## src/rtl/core/particle_tick_integrator_macros.svh

```systemverilog
// Assertion helpers shared by the integrator RTL.
// Both expect signals named clk and rst_n in the enclosing scope.
`ifndef PARTICLE_TICK_INTEGRATOR_MACROS_SVH
`define PARTICLE_TICK_INTEGRATOR_MACROS_SVH

// Same-cycle implication
`define PTI_ASSERT_IMP(label, ante, cons, msg) \
    label: assert property (@(posedge clk) disable iff (!rst_n) (ante) |-> (cons)) \
        else $error(msg);

// Next-cycle implication
`define PTI_ASSERT_NXT(label, ante, cons, msg) \
    label: assert property (@(posedge clk) disable iff (!rst_n) (ante) |=> (cons)) \
        else $error(msg);

`endif

```

## src/rtl/core/pti_pkg.sv

```systemverilog
package pti_pkg;

    // Field widths
    localparam int DT_W      = 16;
    localparam int AGE_W     = 25;
    localparam int LIFE_W    = 24;
    localparam int VEC_W     = 16;
    localparam int VEC3_W    = 48;
    localparam int POS_W     = 32;
    localparam int FRAC_W    = 16;
    localparam int CFG_W     = 64;
    localparam int CFG_IDX_W = 3;
    localparam int N_AXES    = 3;
    localparam int N_CHAN    = 4;
    localparam int IDX_W     = 2;

    // Shared multiplier operand and product widths
    localparam int MUL_A_W = 35;
    localparam int MUL_B_W = 18;
    localparam int MUL_P_W = MUL_A_W + MUL_B_W;
    // (dir + g) * speed fits this many signed bits
    localparam int DV_PROD_W = 34;

    // Floor shifts of the products
    localparam int GRAV_SHIFT = 16;
    localparam int POS_SHIFT  = 26;

    // Colour divider: |step| * dt < 2^31
    localparam int DIV_W     = 31;
    localparam int DIV_CNT_W = 5;

    // Width of the saturating sums
    localparam int SUM_W = POS_W + 1;

    localparam logic [AGE_W-1:0] AGE_MAX = '1;

    localparam logic signed [SUM_W-1:0] VEC_HI = 33'sd32767;
    localparam logic signed [SUM_W-1:0] VEC_LO = -33'sd32768;
    localparam logic signed [SUM_W-1:0] POS_HI = 33'sd2147483647;
    localparam logic signed [SUM_W-1:0] POS_LO = -33'sd2147483648;

    // Register indexes
    localparam logic [CFG_IDX_W-1:0] REG_GRAV_ACCEL = 3'd0;
    localparam logic [CFG_IDX_W-1:0] REG_GRAV_LIMIT = 3'd1;
    localparam logic [CFG_IDX_W-1:0] REG_MOVE_SPEED = 3'd2;
    localparam logic [CFG_IDX_W-1:0] REG_DIRECTION  = 3'd3;
    localparam logic [CFG_IDX_W-1:0] REG_MAX_LIFE   = 3'd4;
    localparam logic [CFG_IDX_W-1:0] REG_COLOR_STEP = 3'd5;
    localparam logic [CFG_IDX_W-1:0] REG_START_COL  = 3'd6;
    localparam logic [CFG_IDX_W-1:0] REG_START_POS  = 3'd7;

    // Multiplier operand selects
    localparam logic [1:0] MUL_SEL_COLOR = 2'd0;
    localparam logic [1:0] MUL_SEL_ACCEL = 2'd1;
    localparam logic [1:0] MUL_SEL_DIRV  = 2'd2;
    localparam logic [1:0] MUL_SEL_DT    = 2'd3;

    typedef struct packed {
        logic             take_item;
        logic [1:0]       mul_sel;
        logic [IDX_W-1:0] idx;
        logic             prod_wr;
        logic             div_start;
        logic             grav_wr;
        logic             pos_wr;
        logic             color_wr;
        logic             load_out;
    } cmd_t;

    typedef struct packed {
        logic expired;
        logic div_done;
    } stat_t;

endpackage

```

## src/rtl/core/pti_div_lane.sv

```systemverilog
// Radix-2 restoring divider, one quotient bit per cycle
module pti_div_lane
(
    input  logic                              clk,
    input  logic                              rst_n,
    input  logic                              start,
    input  logic [pti_pkg::DIV_W-1:0]         dividend,
    input  logic [pti_pkg::LIFE_W-1:0]        divisor,
    output logic [pti_pkg::DIV_W-1:0]         quotient,
    output logic                              rem_nz,
    output logic                              done
);

    logic [pti_pkg::DIV_W-1:0]     quo_reg;
    logic [pti_pkg::LIFE_W-1:0]    rem_reg;
    logic [pti_pkg::DIV_CNT_W-1:0] cnt_reg;
    logic [pti_pkg::LIFE_W:0]      trial;
    logic [pti_pkg::LIFE_W:0]      diff;
    logic                          fits;

    // Trial subtract
    always_comb
    begin
        trial = {rem_reg, quo_reg[pti_pkg::DIV_W-1]};
        diff  = trial - {1'b0, divisor};
        fits  = trial >= {1'b0, divisor};
    end

    // Step counter
    always_ff @(posedge clk or negedge rst_n)
    begin
        if (!rst_n)
        begin
            cnt_reg <= '0;
        end
        else if (start)
        begin
            cnt_reg <= pti_pkg::DIV_CNT_W'(pti_pkg::DIV_W);
        end
        else if (cnt_reg != '0)
        begin
            cnt_reg <= cnt_reg - 1'b1;
        end
    end

    // Quotient and remainder
    always_ff @(posedge clk)
    begin
        if (start)
        begin
            quo_reg <= dividend;
            rem_reg <= '0;
        end
        else if (cnt_reg != '0)
        begin
            rem_reg <= fits ? diff[pti_pkg::LIFE_W-1:0] : trial[pti_pkg::LIFE_W-1:0];
            quo_reg <= {quo_reg[pti_pkg::DIV_W-2:0], fits};
        end
    end

    assign quotient = quo_reg;
    assign rem_nz   = rem_reg != '0;
    assign done     = cnt_reg == '0;

endmodule

```

## src/rtl/core/pti_datapath.sv

```systemverilog
// Registers, particle state, shared multiplier and colour dividers
module pti_datapath
(
    input  logic                                clk,
    input  logic                                rst_n,
    input  logic                                cfg_we,
    input  logic [pti_pkg::CFG_IDX_W-1:0]       cfg_index,
    input  logic [pti_pkg::CFG_W-1:0]           cfg_data,
    input  logic [pti_pkg::DT_W-1:0]            time_step,
    input  pti_pkg::cmd_t                       cmd,
    output pti_pkg::stat_t                      stat,
    output logic signed [pti_pkg::POS_W-1:0]    pos_x,
    output logic signed [pti_pkg::POS_W-1:0]    pos_y,
    output logic signed [pti_pkg::POS_W-1:0]    pos_z,
    output logic signed [pti_pkg::VEC_W-1:0]    color_r,
    output logic signed [pti_pkg::VEC_W-1:0]    color_g,
    output logic signed [pti_pkg::VEC_W-1:0]    color_b,
    output logic signed [pti_pkg::VEC_W-1:0]    color_a,
    output logic                                dead
);

    function automatic logic signed [pti_pkg::VEC_W-1:0] vec_lane
    (
        input logic [pti_pkg::VEC3_W-1:0] v,
        input logic [pti_pkg::IDX_W-1:0]  i
    );
        logic signed [pti_pkg::VEC_W-1:0] r;
        unique case (i)
            2'd0:    r = v[15:0];
            2'd1:    r = v[31:16];
            default: r = v[47:32];
        endcase
        return r;
    endfunction

    function automatic logic signed [pti_pkg::VEC_W-1:0] sat16
    (
        input logic signed [pti_pkg::SUM_W-1:0] v
    );
        logic signed [pti_pkg::VEC_W-1:0] r;
        if (v > pti_pkg::VEC_HI)
            r = pti_pkg::VEC_HI[pti_pkg::VEC_W-1:0];
        else if (v < pti_pkg::VEC_LO)
            r = pti_pkg::VEC_LO[pti_pkg::VEC_W-1:0];
        else
            r = v[pti_pkg::VEC_W-1:0];
        return r;
    endfunction

    function automatic logic signed [pti_pkg::POS_W-1:0] sat32
    (
        input logic signed [pti_pkg::SUM_W-1:0] v
    );
        logic signed [pti_pkg::POS_W-1:0] r;
        if (v > pti_pkg::POS_HI)
            r = pti_pkg::POS_HI[pti_pkg::POS_W-1:0];
        else if (v < pti_pkg::POS_LO)
            r = pti_pkg::POS_LO[pti_pkg::POS_W-1:0];
        else
            r = v[pti_pkg::POS_W-1:0];
        return r;
    endfunction

    // Configuration
    logic [pti_pkg::VEC3_W-1:0]          accel_reg;
    logic signed [pti_pkg::VEC_W-1:0]    limit_reg;
    logic [pti_pkg::VEC_W-1:0]           speed_reg;
    logic [pti_pkg::VEC3_W-1:0]          dir_reg;
    logic [pti_pkg::LIFE_W-1:0]          life_reg;
    logic [pti_pkg::CFG_W-1:0]           cstep_reg;

    // Particle state
    logic [pti_pkg::AGE_W-1:0]           age_reg;
    logic                                expired_reg;
    logic signed [pti_pkg::VEC_W-1:0]    gv_reg  [pti_pkg::N_AXES];
    logic signed [pti_pkg::POS_W-1:0]    pos_reg [pti_pkg::N_AXES];
    logic signed [pti_pkg::VEC_W-1:0]    col_reg [pti_pkg::N_CHAN];

    // Work registers
    logic [pti_pkg::DT_W-1:0]            dt_reg;
    logic signed [pti_pkg::MUL_P_W-1:0]  prod_reg;
    logic                                neg_reg [pti_pkg::N_CHAN];

    // Output beat
    logic signed [pti_pkg::POS_W-1:0]    out_pos_reg [pti_pkg::N_AXES];
    logic signed [pti_pkg::VEC_W-1:0]    out_col_reg [pti_pkg::N_CHAN];
    logic                                out_dead_reg;

    logic [pti_pkg::AGE_W:0]             age_sum;
    logic [pti_pkg::AGE_W-1:0]           age_sat;
    logic                                life_hit;

    logic signed [pti_pkg::VEC_W-1:0]    step_lane;
    logic signed [pti_pkg::VEC_W:0]      step_ext;
    logic [pti_pkg::VEC_W:0]             step_mag;
    logic signed [pti_pkg::VEC_W:0]      dirv;
    logic signed [pti_pkg::MUL_B_W-1:0]  dt_op;
    logic signed [pti_pkg::MUL_A_W-1:0]  mul_a;
    logic signed [pti_pkg::MUL_B_W-1:0]  mul_b;
    logic signed [pti_pkg::MUL_P_W-1:0]  mul_p;

    logic signed [pti_pkg::VEC_W+1:0]    gsum;
    logic signed [pti_pkg::VEC_W-1:0]    gsat;
    logic signed [pti_pkg::VEC_W-1:0]    gnew;
    logic signed [pti_pkg::SUM_W-1:0]    psum;
    logic signed [pti_pkg::POS_W-1:0]    pnew;

    logic [pti_pkg::DIV_W-1:0]           lane_q    [pti_pkg::N_CHAN];
    logic                                lane_rnz  [pti_pkg::N_CHAN];
    logic [pti_pkg::N_CHAN-1:0]          lane_done;
    logic signed [pti_pkg::VEC_W-1:0]    cnew      [pti_pkg::N_CHAN];

    // Age update and lifetime check
    always_comb
    begin
        age_sum  = {1'b0, age_reg} + (pti_pkg::AGE_W+1)'(time_step);
        age_sat  = age_sum[pti_pkg::AGE_W] ? pti_pkg::AGE_MAX
                                           : age_sum[pti_pkg::AGE_W-1:0];
        life_hit = age_sat >= pti_pkg::AGE_W'(life_reg);
    end

    // Shared multiplier operand select
    always_comb
    begin
        step_lane = cstep_reg[pti_pkg::VEC_W*cmd.idx +: pti_pkg::VEC_W];
        step_ext  = (pti_pkg::VEC_W+1)'(step_lane);
        step_mag  = step_ext[pti_pkg::VEC_W] ? unsigned'(-step_ext) : unsigned'(step_ext);
        dirv      = (pti_pkg::VEC_W+1)'(vec_lane(dir_reg, cmd.idx))
                  + (pti_pkg::VEC_W+1)'(gv_reg[cmd.idx]);
        dt_op     = pti_pkg::MUL_B_W'(signed'({1'b0, dt_reg}));
        unique case (cmd.mul_sel)
            pti_pkg::MUL_SEL_COLOR:
            begin
                mul_a = pti_pkg::MUL_A_W'(signed'({1'b0, step_mag}));
                mul_b = dt_op;
            end
            pti_pkg::MUL_SEL_ACCEL:
            begin
                mul_a = pti_pkg::MUL_A_W'(vec_lane(accel_reg, cmd.idx));
                mul_b = dt_op;
            end
            pti_pkg::MUL_SEL_DIRV:
            begin
                mul_a = pti_pkg::MUL_A_W'(dirv);
                mul_b = pti_pkg::MUL_B_W'(signed'({1'b0, speed_reg}));
            end
            pti_pkg::MUL_SEL_DT:
            begin
                mul_a = pti_pkg::MUL_A_W'(signed'(prod_reg[pti_pkg::DV_PROD_W-1:0]));
                mul_b = dt_op;
            end
        endcase
        mul_p = mul_a * mul_b;
    end

    // Gravity: floor add, saturate, clamp from above
    always_comb
    begin
        gsum = (pti_pkg::VEC_W+2)'(gv_reg[cmd.idx])
             + (pti_pkg::VEC_W+2)'(prod_reg >>> pti_pkg::GRAV_SHIFT);
        gsat = sat16(pti_pkg::SUM_W'(gsum));
        gnew = (gsat > limit_reg) ? limit_reg : gsat;
    end

    // Position: floor add, saturate
    always_comb
    begin
        psum = pti_pkg::SUM_W'(pos_reg[cmd.idx])
             + pti_pkg::SUM_W'(prod_reg >>> pti_pkg::POS_SHIFT);
        pnew = sat32(psum);
    end

    // Colour lanes: one divider each, floor quotient then saturating add
    for (genvar c = 0; c < pti_pkg::N_CHAN; c++)
    begin : g_chan
        logic                             lane_start;
        logic signed [pti_pkg::SUM_W-1:0] qext;
        logic signed [pti_pkg::SUM_W-1:0] cinc;

        assign lane_start = cmd.div_start && (cmd.idx == pti_pkg::IDX_W'(c));

        pti_div_lane u_div
        (
            .clk      (clk),
            .rst_n    (rst_n),
            .start    (lane_start),
            .dividend (mul_p[pti_pkg::DIV_W-1:0]),
            .divisor  (life_reg),
            .quotient (lane_q[c]),
            .rem_nz   (lane_rnz[c]),
            .done     (lane_done[c])
        );

        always_comb
        begin
            qext    = signed'({2'b00, lane_q[c]})
                    + pti_pkg::SUM_W'(signed'({1'b0, lane_rnz[c] && neg_reg[c]}));
            cinc    = neg_reg[c] ? -qext : qext;
            cnew[c] = sat16(cinc + pti_pkg::SUM_W'(col_reg[c]));
        end
    end

    // Configuration and particle state
    always_ff @(posedge clk or negedge rst_n)
    begin
        if (!rst_n)
        begin
            accel_reg   <= '0;
            limit_reg   <= 16'sd32767;
            speed_reg   <= 16'd8192;
            dir_reg     <= '0;
            life_reg    <= 24'd65536;
            cstep_reg   <= '0;
            age_reg     <= '0;
            expired_reg <= 1'b0;
            for (int a = 0; a < pti_pkg::N_AXES; a++)
            begin
                gv_reg[a]  <= '0;
                pos_reg[a] <= '0;
            end
            for (int c = 0; c < pti_pkg::N_CHAN; c++)
            begin
                col_reg[c] <= '0;
            end
        end
        else
        begin
            if (cfg_we)
            begin
                unique case (cfg_index)
                    pti_pkg::REG_GRAV_ACCEL: accel_reg <= cfg_data[pti_pkg::VEC3_W-1:0];
                    pti_pkg::REG_GRAV_LIMIT: limit_reg <= cfg_data[pti_pkg::VEC_W-1:0];
                    pti_pkg::REG_MOVE_SPEED: speed_reg <= cfg_data[pti_pkg::VEC_W-1:0];
                    pti_pkg::REG_DIRECTION:  dir_reg   <= cfg_data[pti_pkg::VEC3_W-1:0];
                    pti_pkg::REG_MAX_LIFE:   life_reg  <= cfg_data[pti_pkg::LIFE_W-1:0];
                    pti_pkg::REG_COLOR_STEP: cstep_reg <= cfg_data;
                    pti_pkg::REG_START_COL:
                    begin
                        for (int c = 0; c < pti_pkg::N_CHAN; c++)
                        begin
                            col_reg[c] <= cfg_data[pti_pkg::VEC_W*c +: pti_pkg::VEC_W];
                        end
                    end
                    pti_pkg::REG_START_POS:
                    begin
                        for (int a = 0; a < pti_pkg::N_AXES; a++)
                        begin
                            pos_reg[a] <= {cfg_data[pti_pkg::VEC_W*a +: pti_pkg::VEC_W],
                                           {pti_pkg::FRAC_W{1'b0}}};
                        end
                    end
                endcase
            end
            if (cmd.take_item)
            begin
                age_reg     <= age_sat;
                expired_reg <= expired_reg || life_hit;
            end
            if (cmd.grav_wr)
            begin
                gv_reg[cmd.idx] <= gnew;
            end
            if (cmd.pos_wr)
            begin
                pos_reg[cmd.idx] <= pnew;
            end
            if (cmd.color_wr)
            begin
                for (int c = 0; c < pti_pkg::N_CHAN; c++)
                begin
                    col_reg[c] <= cnew[c];
                end
            end
        end
    end

    // Work and output registers
    always_ff @(posedge clk)
    begin
        if (cmd.take_item)
        begin
            dt_reg <= time_step;
        end
        if (cmd.prod_wr)
        begin
            prod_reg <= mul_p;
        end
        if (cmd.div_start)
        begin
            neg_reg[cmd.idx] <= step_lane[pti_pkg::VEC_W-1];
        end
        if (cmd.load_out)
        begin
            for (int a = 0; a < pti_pkg::N_AXES; a++)
            begin
                out_pos_reg[a] <= pos_reg[a];
            end
            for (int c = 0; c < pti_pkg::N_CHAN; c++)
            begin
                out_col_reg[c] <= col_reg[c];
            end
            out_dead_reg <= expired_reg;
        end
    end

    assign stat.expired  = expired_reg;
    assign stat.div_done = &lane_done;

    assign pos_x   = out_pos_reg[0];
    assign pos_y   = out_pos_reg[1];
    assign pos_z   = out_pos_reg[2];
    assign color_r = out_col_reg[0];
    assign color_g = out_col_reg[1];
    assign color_b = out_col_reg[2];
    assign color_a = out_col_reg[3];
    assign dead    = out_dead_reg;

endmodule

```

## src/rtl/core/pti_ctrl.sv

```systemverilog
// Tick sequencer: colour products, per-axis gravity and position steps, result beat
module pti_ctrl
(
    input  logic            clk,
    input  logic            rst_n,
    input  logic            in_valid,
    output logic            in_stall,
    input  logic            out_stall,
    output logic            out_valid,
    input  pti_pkg::stat_t  stat,
    output pti_pkg::cmd_t   cmd
);

    localparam logic [3:0] ST_IDLE  = 4'd0;
    localparam logic [3:0] ST_CHECK = 4'd1;
    localparam logic [3:0] ST_CMUL  = 4'd2;
    localparam logic [3:0] ST_G1    = 4'd3;
    localparam logic [3:0] ST_G2    = 4'd4;
    localparam logic [3:0] ST_P1    = 4'd5;
    localparam logic [3:0] ST_P2    = 4'd6;
    localparam logic [3:0] ST_P3    = 4'd7;
    localparam logic [3:0] ST_DWAIT = 4'd8;
    localparam logic [3:0] ST_COLOR = 4'd9;
    localparam logic [3:0] ST_DONE  = 4'd10;

    logic [3:0]                  state_reg;
    logic [3:0]                  state_next;
    logic [pti_pkg::IDX_W-1:0]   idx_reg;
    logic [pti_pkg::IDX_W-1:0]   idx_next;
    logic                        out_valid_reg;
    logic                        out_valid_next;

    // Next state and commands
    always_comb
    begin
        cmd        = '0;
        cmd.idx    = idx_reg;
        state_next = state_reg;
        idx_next   = idx_reg;
        unique case (state_reg)
            ST_IDLE:
            begin
                if (in_valid)
                begin
                    cmd.take_item = 1'b1;
                    state_next    = ST_CHECK;
                end
            end
            ST_CHECK:
            begin
                idx_next   = '0;
                state_next = stat.expired ? ST_DONE : ST_CMUL;
            end
            ST_CMUL:
            begin
                cmd.mul_sel   = pti_pkg::MUL_SEL_COLOR;
                cmd.div_start = 1'b1;
                if (idx_reg == pti_pkg::IDX_W'(pti_pkg::N_CHAN - 1))
                begin
                    idx_next   = '0;
                    state_next = ST_G1;
                end
                else
                begin
                    idx_next = idx_reg + 1'b1;
                end
            end
            ST_G1:
            begin
                cmd.mul_sel = pti_pkg::MUL_SEL_ACCEL;
                cmd.prod_wr = 1'b1;
                state_next  = ST_G2;
            end
            ST_G2:
            begin
                cmd.grav_wr = 1'b1;
                state_next  = ST_P1;
            end
            ST_P1:
            begin
                cmd.mul_sel = pti_pkg::MUL_SEL_DIRV;
                cmd.prod_wr = 1'b1;
                state_next  = ST_P2;
            end
            ST_P2:
            begin
                cmd.mul_sel = pti_pkg::MUL_SEL_DT;
                cmd.prod_wr = 1'b1;
                state_next  = ST_P3;
            end
            ST_P3:
            begin
                cmd.pos_wr = 1'b1;
                if (idx_reg == pti_pkg::IDX_W'(pti_pkg::N_AXES - 1))
                begin
                    idx_next   = '0;
                    state_next = ST_DWAIT;
                end
                else
                begin
                    idx_next   = idx_reg + 1'b1;
                    state_next = ST_G1;
                end
            end
            ST_DWAIT:
            begin
                if (stat.div_done)
                begin
                    state_next = ST_COLOR;
                end
            end
            ST_COLOR:
            begin
                cmd.color_wr = 1'b1;
                state_next   = ST_DONE;
            end
            ST_DONE:
            begin
                // hold until the output register is free
                if (!out_valid_reg || !out_stall)
                begin
                    cmd.load_out = 1'b1;
                    state_next   = ST_IDLE;
                end
            end
            default:
            begin
                state_next = ST_IDLE;
            end
        endcase
    end

    // Output beat valid
    always_comb
    begin
        out_valid_next = out_valid_reg;
        if (cmd.load_out)
            out_valid_next = 1'b1;
        else if (out_valid_reg && !out_stall)
            out_valid_next = 1'b0;
    end

    always_ff @(posedge clk or negedge rst_n)
    begin
        if (!rst_n)
        begin
            state_reg     <= ST_IDLE;
            idx_reg       <= '0;
            out_valid_reg <= 1'b0;
        end
        else
        begin
            state_reg     <= state_next;
            idx_reg       <= idx_next;
            out_valid_reg <= out_valid_next;
        end
    end

    assign in_stall  = state_reg != ST_IDLE;
    assign out_valid = out_valid_reg;

endmodule

```

## src/rtl/core/particle_tick_integrator.sv

```systemverilog
// Particle tick integrator: advances one particle by one tick per input beat.
// Input channel (in_valid/in_stall) carries time_step; output channel
// (out_valid/out_stall) returns one beat per tick: position, colour, dead.
// Configuration is written through cfg_we/cfg_index/cfg_data while idle;
// writing a start position or start colour also reloads that state.
// For a live tick the colour dividers set how long the block is busy (one
// quotient bit a cycle); they are started one after another from the single
// shared multiplier, and the gravity and position steps run on that
// multiplier while the dividers work. A dead tick skips the multiplier and
// divider steps and goes straight to its result beat.
// One tick is worked at a time; the result sits in an output register, so a
// stalled output only holds the block once the next result is ready.
// Reset (rst_n low, asynchronous) loads register defaults, zero age, zero
// gravity, start position and start colour of zero, and drops out_valid.
`include "particle_tick_integrator_macros.svh"

module particle_tick_integrator
(
    input  logic                                clk,
    input  logic                                rst_n,
    input  logic                                cfg_we,
    input  logic [pti_pkg::CFG_IDX_W-1:0]       cfg_index,
    input  logic [pti_pkg::CFG_W-1:0]           cfg_data,
    input  logic                                in_valid,
    output logic                                in_stall,
    input  logic [pti_pkg::DT_W-1:0]            time_step,
    output logic                                out_valid,
    input  logic                                out_stall,
    output logic signed [pti_pkg::POS_W-1:0]    pos_x,
    output logic signed [pti_pkg::POS_W-1:0]    pos_y,
    output logic signed [pti_pkg::POS_W-1:0]    pos_z,
    output logic signed [pti_pkg::VEC_W-1:0]    color_r,
    output logic signed [pti_pkg::VEC_W-1:0]    color_g,
    output logic signed [pti_pkg::VEC_W-1:0]    color_b,
    output logic signed [pti_pkg::VEC_W-1:0]    color_a,
    output logic                                dead
);

    pti_pkg::cmd_t  cmd;
    pti_pkg::stat_t stat;

    pti_ctrl u_ctrl
    (
        .clk       (clk),
        .rst_n     (rst_n),
        .in_valid  (in_valid),
        .in_stall  (in_stall),
        .out_stall (out_stall),
        .out_valid (out_valid),
        .stat      (stat),
        .cmd       (cmd)
    );

    pti_datapath u_dp
    (
        .clk       (clk),
        .rst_n     (rst_n),
        .cfg_we    (cfg_we),
        .cfg_index (cfg_index),
        .cfg_data  (cfg_data),
        .time_step (time_step),
        .cmd       (cmd),
        .stat      (stat),
        .pos_x     (pos_x),
        .pos_y     (pos_y),
        .pos_z     (pos_z),
        .color_r   (color_r),
        .color_g   (color_g),
        .color_b   (color_b),
        .color_a   (color_a),
        .dead      (dead)
    );

    // Checks
    `PTI_ASSERT_NXT(a_busy_after_take, in_valid && !in_stall, in_stall, "tick taken while busy")
    `PTI_ASSERT_IMP(a_no_overwrite, cmd.load_out, !out_valid || !out_stall, "result overwritten")
    `PTI_ASSERT_IMP(a_color_after_div, cmd.color_wr, stat.div_done, "colour update before divide")
    `PTI_ASSERT_NXT(a_dead_sticky, out_valid && dead, dead, "dead flag cleared")

endmodule

```

## config.mk

```make
export PLATFORM = sky130hd
export DESIGN_NAME = particle_tick_integrator
export DESIGN_NICKNAME = d
export VERILOG_FILES = /design/src/rtl/core/pti_pkg.sv /design/src/rtl/core/pti_div_lane.sv /design/src/rtl/core/pti_datapath.sv /design/src/rtl/core/pti_ctrl.sv /design/src/rtl/core/particle_tick_integrator.sv
export VERILOG_INCLUDE_DIRS = /design/src /design/src/rtl/core
export SDC_FILE = /design/constraint.sdc
export NUM_CORES = 2
export LEC_CHECK = 0
export BUFFER_PORTS_ARGS = -buffer_cell sky130_fd_sc_hd__buf_2
export CAP_MARGIN = 20
export CORE_ASPECT_RATIO = 1.25
export CORE_MARGIN = 10
export CORE_UTILIZATION = 50
export CTS_CLUSTER_DIAMETER = 30
export DETAILED_ROUTE_END_ITERATION = 6
export GPL_TIMING_DRIVEN = 0
export PLACE_DENSITY = 0.64
export SYNTH_ARGS = -nofsm -noshare
export SYNTH_HDL_FRONTEND = slang
export SYNTH_SLANG_ARGS = --single-unit
```

## constraint.sdc

```tcl
create_clock -name clk -period 16.88 [get_ports clk]
set_input_delay 0.844 -clock clk [delete_from_list [all_inputs] [get_ports clk]]
set_output_delay 0.844 -clock clk [all_outputs]
set_load 0.005 [all_outputs]
```

==> flow_summary.yaml <==
setup_path:
  required_ns: 17.37
  crit_path_end_kind: "flip-flop"
  critical_path_class: "reg2reg"
  cpMaxStageDelayCell: "a21oi_1"
  arrival_ns: 16.55
  crit_family: "compound AO/OA/AOI/OAI gates"
  crit_path_start: "u_ctrl.idx_reg[0]"
  rr_worst_depth: 46
  critPathMaxStageDelay_ns: 0.86
  cp.depth: 46
  crit_buf_inv: 12
  cp_max_fo: 10
  cp_common_cell: "fa_1"
  startpoint_type: "flip-flop"
  r2r_start: "u_ctrl.idx_reg[0]"
detailed_routing:
  wirelength_um: 299000
  dr.pass1.iters: 7
  routed_via_density: 6.00
  antenna_left: 0
  drc_errors: 12
  wl_per_cell_um: 24.9
  vias: 71975
  drt_iter0_drc: 6687
clock_network:
  cts_max_path_buffers: 3
  clkSinkCount: 931
  cts_buffers: 188
  cts_tree: "built"
  ctsRootBufferMaster: "clkbuf_16"
  h-tree-depth: 4
  clkLatencyLatePin_ns: 0.89
  clkTransAtPathRegs_ns: 0.06
finish:
  syn2layout_area_growth_pct: 15.0
  largest_reg_flops: 124
  drive_gt1_frac: 0.107
  fin_nets: 10754
sta:
  maxSlewViolCount: 0
  rsz0062_at_grt: "no"
  finalSetupTns_ns: 0
  slew_headroom: 0.184
  setup_viol: 0
  period_needed_ns: 16.06
  fin_crit_sh: 0.952
  hold_viol: 0
  finClkSkew_ns: 0.0859
  worst_pin_slew_ns: 1.22
  fmax_mhz: 62.2
yosys:
  synthMuxAreaShare: 0.0514
  synth-compound-area-share: 0.152
  synthTopCellsByArea: "dfrtp_1 14%, edfxtp_1 13%, fa_1 13%, ha_1 7.5%, nand2_1 6.2%"
  async_reset_ff_frac: 0.512
  ys.flop_type: "dfrtp_1"
  yosysSeqAreaShare: 0.302
  yosys.area_share.adder: 0.205
  synth-edff-count: 358
  syn-instance-count: 9140
  synthXorXnorAreaFrac: 0.0564
  yosys.area_share.simple: 0.173
  synthMostInstantiatedCell: "nand2_1"
  yosysTopAreaCellShare: 0.141
  yosys.area.top_type: "dfrtp_1"
  synth_top_family_by_area: "adder cells"
  syn_area_per_cell_sq_um: 8.92
  synth_warnings: 0
  synthDistinctLibCells: 105
  syn-cell-area_sq_um: 81600
  synth_fp_nets: 10249
  ys_ff_latch: 931
  synth_commonest_cells: "1,341 x nand2_1, 845 x inv_1, 616 x o21ai_0"
placement:
  io_buffers: 248
  gp_congestion: 1.01
  detailed_place_hpwl_um: 238000
run:
  maxCapViolCount: 0
die:
  die-width_um: 381
  die_height_um: 472
  core.rowCount: 165
  num_io_pins: 251
  core-area_sq_um: 162000
  start_util: 0.503
  die_area_sq_um: 180000
global_route:
  antenna_found_initial: 26
  gr-total-overflow: 0
  grt_start_max_net_pins: 119
  grt_pass1_wl_um: 443000
  track_usage: 0.324
  grt_pass1_vias: 70432
outcome:
  status: "finished with violations"
  violations: "DRC"
min_path:
  worstHoldPathType: "in2reg"
  min_path_cells: 1
  hold_start: "time_step[8]"
[through the flow]
stage / worst slack [ns] / instances / utilization / hold slack, ns / area [sq um]
6_report: 0.816 / 11994 / 0.579 / 0.189 / 93800
5_1_grt: 0.132 / 11985 / 0.579 / 0.171 / 93800
4_1_cts: 0.999 / 11977 / 0.578 / 0.158 / 93700
3_5_place_dp: 1.08 / 11618 / 0.534 / 0.470 / 86600
3_3_place_gp: 0.413 / 11559 / 0.528 / 0.461 / 85500
2_1_floorplan: 4.68 / 9140 / - / 0.446 / 81600
[final cells by class]
cell class	count	area [sq um]
tap	2171	2720
sequential	931	24600
buffer	417	1640
clock buffer	215	4970
clock inverter	143	2110
fill	14317	68300
antenna	10	25.0
timing repair buffer	315	2200
inverter	847	3180
multi-input combinational	6945	52300
[worst paths after layout]
kind                       slack (ns)                       to
max                              0.82        u_dp.prod_reg[49]
min                              0.19           u_dp.dt_reg[8]
max reg2reg                      0.82        u_dp.prod_reg[49]
min reg2reg                      0.47  u_dp.out_pos_reg[0][56]
max in group asynchronous       14.46         u_dp.col_reg[31]
min in group asynchronous        0.43          u_dp.age_reg[6]
[worst register-to-register path, delay by kind of cell, from the launching register on]
family / cells / cell delay, ns
AO/OA/AOI/OAI: 17 / 5.71
XOR/XNOR: 1 / 0.16
adder cells (fa/ha/maj): 9 / 3.76
buffers and inverters: 12 / 4.39
flip-flops: 1 / 0.38
AND/OR/NAND/NOR: 7 / 1.32
[repair_timing]
item | 4_1_cts | 5_1_grt
hold buffers | 1 | 0
resized for setup | 0 | 2
buffers inserted | 0 | 0
endpoints found under the hold margin | 21 | 0
setup endpoints to repair | 0 | 2
[cells in the final DEF (no fill, tap or decap), types with 25 or more instances in the layout]
cell,instances
a21o_1,170
a21oi_1,503
bufinv_16,25
o31ai_1,46
and2_1,75
o21ai_0,615
nor4_1,52
inv_1,845
nor2_1,551
clkbuf_1,371
buf_2,266
ha_1,491
nand4_1,77
and3_1,101
nand2b_1,106
nor2b_1,82
a21boi_0,35
edfxtp_1,358
a211oi_1,63
fa_1,530
nand3_1,189
a22oi_1,42
nor3_1,185
a31oi_1,67
or3_1,115
inv_6,25
o21a_1,64
dfrtp_1,460
xor2_1,167
nand2_1,1341
mux2_2,208
dfxtp_1,96
a22o_1,57
buf_1,33
clkbuf_16,191
o21bai_1,31
or2_2,47
mux2i_1,148
xnor2_1,338
o211ai_1,50
[kinds of logic (layout without fill, tap and decap cells)]
kind of cell | count (synthesis) | count (layout)
compound gates | 1985 | 1985
other cells | 0 | 10
simple gates | 3041 | 3041
flops | 931 | 931
fa+ha+maj | 1021 | 1021
buf+inv | 1264 | 1937
xor+xnor | 525 | 525
mux | 373 | 373
[metal layers]
metal / GRT usage / wire [um]
met3: 0.0678 / 26500
met5: 0 / 70
met1: 0.413 / 119000
met4: 0.215 / 23500
met2: 0.496 / 130000
Power is left out: the tool's default activity adds up to more than one toggle a clock period on the data nets, which glitch-free logic cannot reach.
